==> src/design/dwa_pkg.sv <==
`timescale 1ns / 1ps
`default_nettype none
package dwa_pkg;
	localparam int MEM_WORDS = 1000;
	localparam int REG_COUNT = 4;
	localparam int AW = $clog2(MEM_WORDS);
	localparam int RW = (REG_COUNT > 1) ? $clog2(REG_COUNT) : 1;

	localparam logic [2:0] ST_RUN     = 3'd0;
	localparam logic [2:0] ST_HALT    = 3'd1;
	localparam logic [2:0] ST_BADREG  = 3'd2;
	localparam logic [2:0] ST_BADFLAG = 3'd3;
	localparam logic [2:0] ST_DIVZERO = 3'd4;
	localparam logic [2:0] ST_OVERRUN = 3'd5;

	localparam logic [3:0] OP_HALT  = 4'd0;
	localparam logic [3:0] OP_READ  = 4'd1;
	localparam logic [3:0] OP_PRINT = 4'd2;
	localparam logic [3:0] OP_ADD   = 4'd3;
	localparam logic [3:0] OP_SUB   = 4'd4;
	localparam logic [3:0] OP_LOAD  = 4'd5;
	localparam logic [3:0] OP_STORE = 4'd6;
	localparam logic [3:0] OP_MUL   = 4'd7;
	localparam logic [3:0] OP_DIV   = 4'd8;
	localparam logic [3:0] OP_BR    = 4'd9;
	localparam logic [3:0] OP_CMP   = 4'd10;

	// datapath commands
	typedef enum logic [3:0] {
		C_NONE, C_LOADW, C_CLR, C_FETCH, C_DEC, C_OPRD, C_EXEC, C_ITER, C_FIN
	} cmd_t;

	typedef struct packed {
		cmd_t cmd;
	} dp_cmd_t;

	typedef struct packed {
		logic running;
		logic clr_done;
		logic iter_done;
		logic long_op;
	} dp_stat_t;
endpackage
`default_nettype wire

==> src/design/dwa_ctrl.sv <==
`timescale 1ns / 1ps
`default_nettype none
module dwa_ctrl (
	input  wire logic             clk,
	input  wire logic             arst_n,
	input  wire logic             s_tvalid,
	output logic                  s_tready,
	input  wire logic             action,
	output logic                  m_tvalid,
	input  wire logic             m_tready,
	input  wire dwa_pkg::dp_stat_t stat,
	output dwa_pkg::dp_cmd_t      cmd
);
	localparam logic [2:0] S_CLR = 3'd0, S_IDLE = 3'd1, S_FETCH = 3'd2,
		S_OPRD = 3'd3, S_DEC = 3'd4, S_EXEC = 3'd5, S_ITER = 3'd6, S_FIN = 3'd7;
	logic [2:0] state_q, state_d;
	logic ovalid_q;
	logic take, done;

	assign s_tready = state_q == S_IDLE && !ovalid_q;
	assign take = s_tvalid && s_tready;
	assign m_tvalid = ovalid_q;

	// next state and command
	always_comb begin
		state_d = state_q;
		cmd.cmd = dwa_pkg::C_NONE;
		done = 1'b0;
		unique case (state_q)
			S_CLR: begin
				cmd.cmd = dwa_pkg::C_CLR;
				if (stat.clr_done) state_d = S_IDLE;
			end
			S_IDLE: if (take) begin
				if (!action) begin
					cmd.cmd = dwa_pkg::C_LOADW;
					done = 1'b1;
				end else if (!stat.running) begin
					// stopped machine: only the print flag and print value clear
					cmd.cmd = dwa_pkg::C_FETCH;
					done = 1'b1;
				end else begin
					cmd.cmd = dwa_pkg::C_FETCH;
					state_d = S_FETCH;
				end
			end
			S_FETCH: state_d = S_OPRD;
			S_OPRD: begin
				cmd.cmd = dwa_pkg::C_OPRD;
				state_d = S_DEC;
			end
			S_DEC: begin
				cmd.cmd = dwa_pkg::C_DEC;
				state_d = S_EXEC;
			end
			S_EXEC: begin
				cmd.cmd = dwa_pkg::C_EXEC;
				if (stat.long_op) state_d = S_ITER;
				else begin
					state_d = S_IDLE;
					done = 1'b1;
				end
			end
			S_ITER: begin
				cmd.cmd = dwa_pkg::C_ITER;
				if (stat.iter_done) begin
					cmd.cmd = dwa_pkg::C_NONE;
					state_d = S_FIN;
				end
			end
			S_FIN: begin
				cmd.cmd = dwa_pkg::C_FIN;
				state_d = S_IDLE;
				done = 1'b1;
			end
			default: state_d = S_IDLE;
		endcase
	end

	always_ff @(posedge clk or negedge arst_n) begin
		if (!arst_n) begin
			state_q <= S_CLR;
			ovalid_q <= 1'b0;
		end else begin
			state_q <= state_d;
			if (done) ovalid_q <= 1'b1;
			else if (m_tready) ovalid_q <= 1'b0;
		end
	end
endmodule
`default_nettype wire

==> config.mk <==
export PLATFORM = sky130hd
export DESIGN_NAME = dwa_ctrl
export DESIGN_NICKNAME = d
export VERILOG_FILES = /design/src/design/dwa_pkg.sv /design/src/design/dwa_ctrl.sv
export SDC_FILE = /design/constraint.sdc
export NUM_CORES = 1
export LEC_CHECK = 0
export ABC_AREA = 1
export BUFFER_PORTS_ARGS = -buffer_cell sky130_fd_sc_hd__buf_2
export CAP_MARGIN = 15
export CORE_AREA = 2 2 39 41
export DETAILED_ROUTE_END_ITERATION = 7
export DIE_AREA = 0 0 41 43
export GPL_TIMING_DRIVEN = 0
export SLEW_MARGIN = 10
export SYNTH_ARGS = -nofsm -noshare
export SYNTH_HDL_FRONTEND = slang
export SYNTH_SLANG_ARGS = --single-unit
==> constraint.sdc <==
create_clock -name clk -period 1.05 [get_ports clk]
set_clock_uncertainty 0.1 [all_clocks]
set_input_delay 0.0525 -clock clk [delete_from_list [all_inputs] [get_ports clk]]
set_output_delay 0.0525 -clock clk [all_outputs]
set_load 0.01 [all_outputs]
==> results.cfg <==
[synth]
synthMuxAreaShare = 0
synth_fp_nets = 56
synth_area_sq_um = 324
synth-adder-area-share = 0
synthSimpleGateAreaFrac = 0.432
synthTopCellsByArea = dfrtp_1, nand2_1, nand3_1
synth.yosys.seq_area_share = 0.309
avgSynthCellArea_sq_um = 6.89
synth_top_area_cell = dfrtp_1
synth_top_area_frac = 0.309
ys_seq_elements = 4
synthCells = 47
synth_compound_area_frac = 0.154
synth_xor_area_frac = 0
synth_cell_types = 14
synth_top_family_by_area = simple AND/OR/NAND/NOR gates
yosysWarnings = 0

[power_and_ir_drop]
total_leakage_power_nw = 0.305
powerDensity_nw_per_um2 = 3150
ir_worst_vdd_mv = 1.37

[place]
io_buffers = 14
dp.cells = 77
post-dp-hpwl_um = 611
place_ws_ns = -0.275
gp_congestion = 0.726

[global_routing]
grt_first_pass_wirelength_um = 1490
antenna_found_initial = 0
grt_max_degree = 7
grt_pass1_vias = 411
grt_overflow = 0
grt_use_total = 0.131

[status]
violations = negative setup slack
outcome = complete, but fails checks

[clocking]
clock-root-buffer = clkbuf_4
numCtsBuffers = 3
clk_latency_ns = 0.23
htree_levels = 1
clock_path_buffers = 2
cts_tree = yes
clk_pin_slew_ns = 0.04
cts_sinks = 4

[setup_path]
crit_family = flip-flops
critPathRequiredTime_ns = 0.90
cp_num_buf_inv = 2
reg2reg_depth = 8
slowest_stage = dfrtp_2
worstSetupStartpointType = flop
arrival_ns = 1.24
worstSetupPathType = flop to output pin
path_max_fanout = 3
slowest_delay_ns = 0.41
crit_path_end_kind = output pin
crit_chain = inv_2 -> nand3_4 -> nor3_4 -> nand3b_1 -> buf_2
r2r-end = state_q[1]$_DFFE_PN0P_
reg2reg_from = state_q[2]$_DFFE_PN0P_
ff2ff_setup_slack_ns = -0.26

[cells_and_area]
utilization = 0.410
mostFrequentLayoutCell = buf_2
drive_gt1_frac = 0.553
n_antenna_cell = 0
fin_cells = 92
nets = 87
final_cell_mix = buf_2, nand2_1, buf_4
syn_to_final_growth_pct = 75.3

[detailed_routing]
drc_errors = 0
vias = 424
drt_pre_antenna_iters = 4
viasPerCell = 4.61
drtAntennaViolNets = 0
drt-initial-drc-count = 22
drt_wl_total_um = 993
wl_per_cell_um = 10.8

[floorplanning]
row_count = 14
die_width_um = 41
die-area_sq_um = 1760
core_sq_um = 1380
pin_count = 15
dieHeight_um = 43
start_util = 0.234

[sta]
slew-limit-headroom = 0.868
min_period_ns = 1.39
finalHoldViolations = 0
fin_crit_sh = 1.32
rsz0062_at_grt = yes
finalMaxSlewViolations = 0
finalSetupViolations = 9
max_freq_mhz = 721
worst_pin_slew_ns = 0.198
final.setup.worst_slack_ns = -0.338

[worst_hold_path]
hp-class = input pin to asynchronous set/reset pin

[run]
maxCapViolCount = 0
[state kept, by name, summed over array words and instances, names as in the netlist]
signal    flops
state_q       3
m_tvalid      1
[cell usage after synthesis]
| master | n |
|---|---|
| nand3b_1 | 1 |
| o21a_2 | 1 |
| o21ai_0 | 2 |
| nand4_1 | 1 |
| o31ai_4 | 1 |
| nand3_1 | 8 |
| nor2_1 | 4 |
| dfrtp_1 | 4 |
| nand2_1 | 11 |
| inv_2 | 4 |
| a21oi_1 | 2 |
| nor3_2 | 1 |
| inv_1 | 5 |
| nand3_2 | 2 |
[kinds of logic after synthesis]
group / after synthesis
AND/OR/NAND/NOR: 28
buffers and inverters: 9
AO/OA/AOI/OAI: 6
flip-flops: 4
[metal layers]
metal  global-route usage  part of all wire  up-vias
met3               0.0314             0.050        2
met2                0.197              0.54       17
met5                    0                 0        -
met1                0.138              0.39      192
met4                0.127             0.018        0
li1                     -                 -      213
[power by group]
part / switching [W] / total, W / internal, W
registers: 0.000120 / 0.000366 / 0.000246
logic: 0.000631 / 0.00124 / 0.000605
clock network: 0.0000582 / 0.000186 / 0.000127
[cell type report]
type	count	area (sq um)
fillers	152	816
multi-input cells	34	214
repair buffers	26	171
flip-flops and latches	4	104
inverters	9	36.3
clock buffers	3	22.5
well taps	16	20.0
[timing repair]
action / 4_1_cts / 5_1_grt
hold buffers: 2 / 0
hold endpoints to repair: 5 / 0
resized for setup: 5 / 5
endpoints found under the setup margin: 8 / 10
setup buffers: 8 / 2
pin swaps: 1 / 2
[how the worst max path moves through the flow]
stage	from	endpoint	slack, ns	cells after the start
floorplan	state_q[2]$_DFFE_PN0P_	cmd[0]	-0.06	4
global placement	state_q[2]$_DFFE_PN0P_	cmd[1]	-0.24	6
detailed placement	state_q[2]$_DFFE_PN0P_	cmd[1]	-0.27	6
CTS	state_q[2]$_DFFE_PN0P_	cmd[0]	-0.37	5
global route	state_q[2]$_DFFE_PN0P_	cmd[2]	-0.39	5
finish	state_q[2]$_DFFE_PN0P_	cmd[0]	-0.34	5
[stage by stage]
step	TNS, ns	power (W)	cell area [sq um]	hold slack, ns
after detailed placement	-1.22	0.00117	419	-0.241
after CTS	-1.98	0.00167	541	0.0205
final	-1.94	0.00179	568	0.0645
after floorplan	-0.174	0.000919	329	-0.343
after global placement	-1.05	0.00116	419	-0.243
after global routing	-2.48	0.00193	568	0.0608
(Power assumes the default switching activity.)
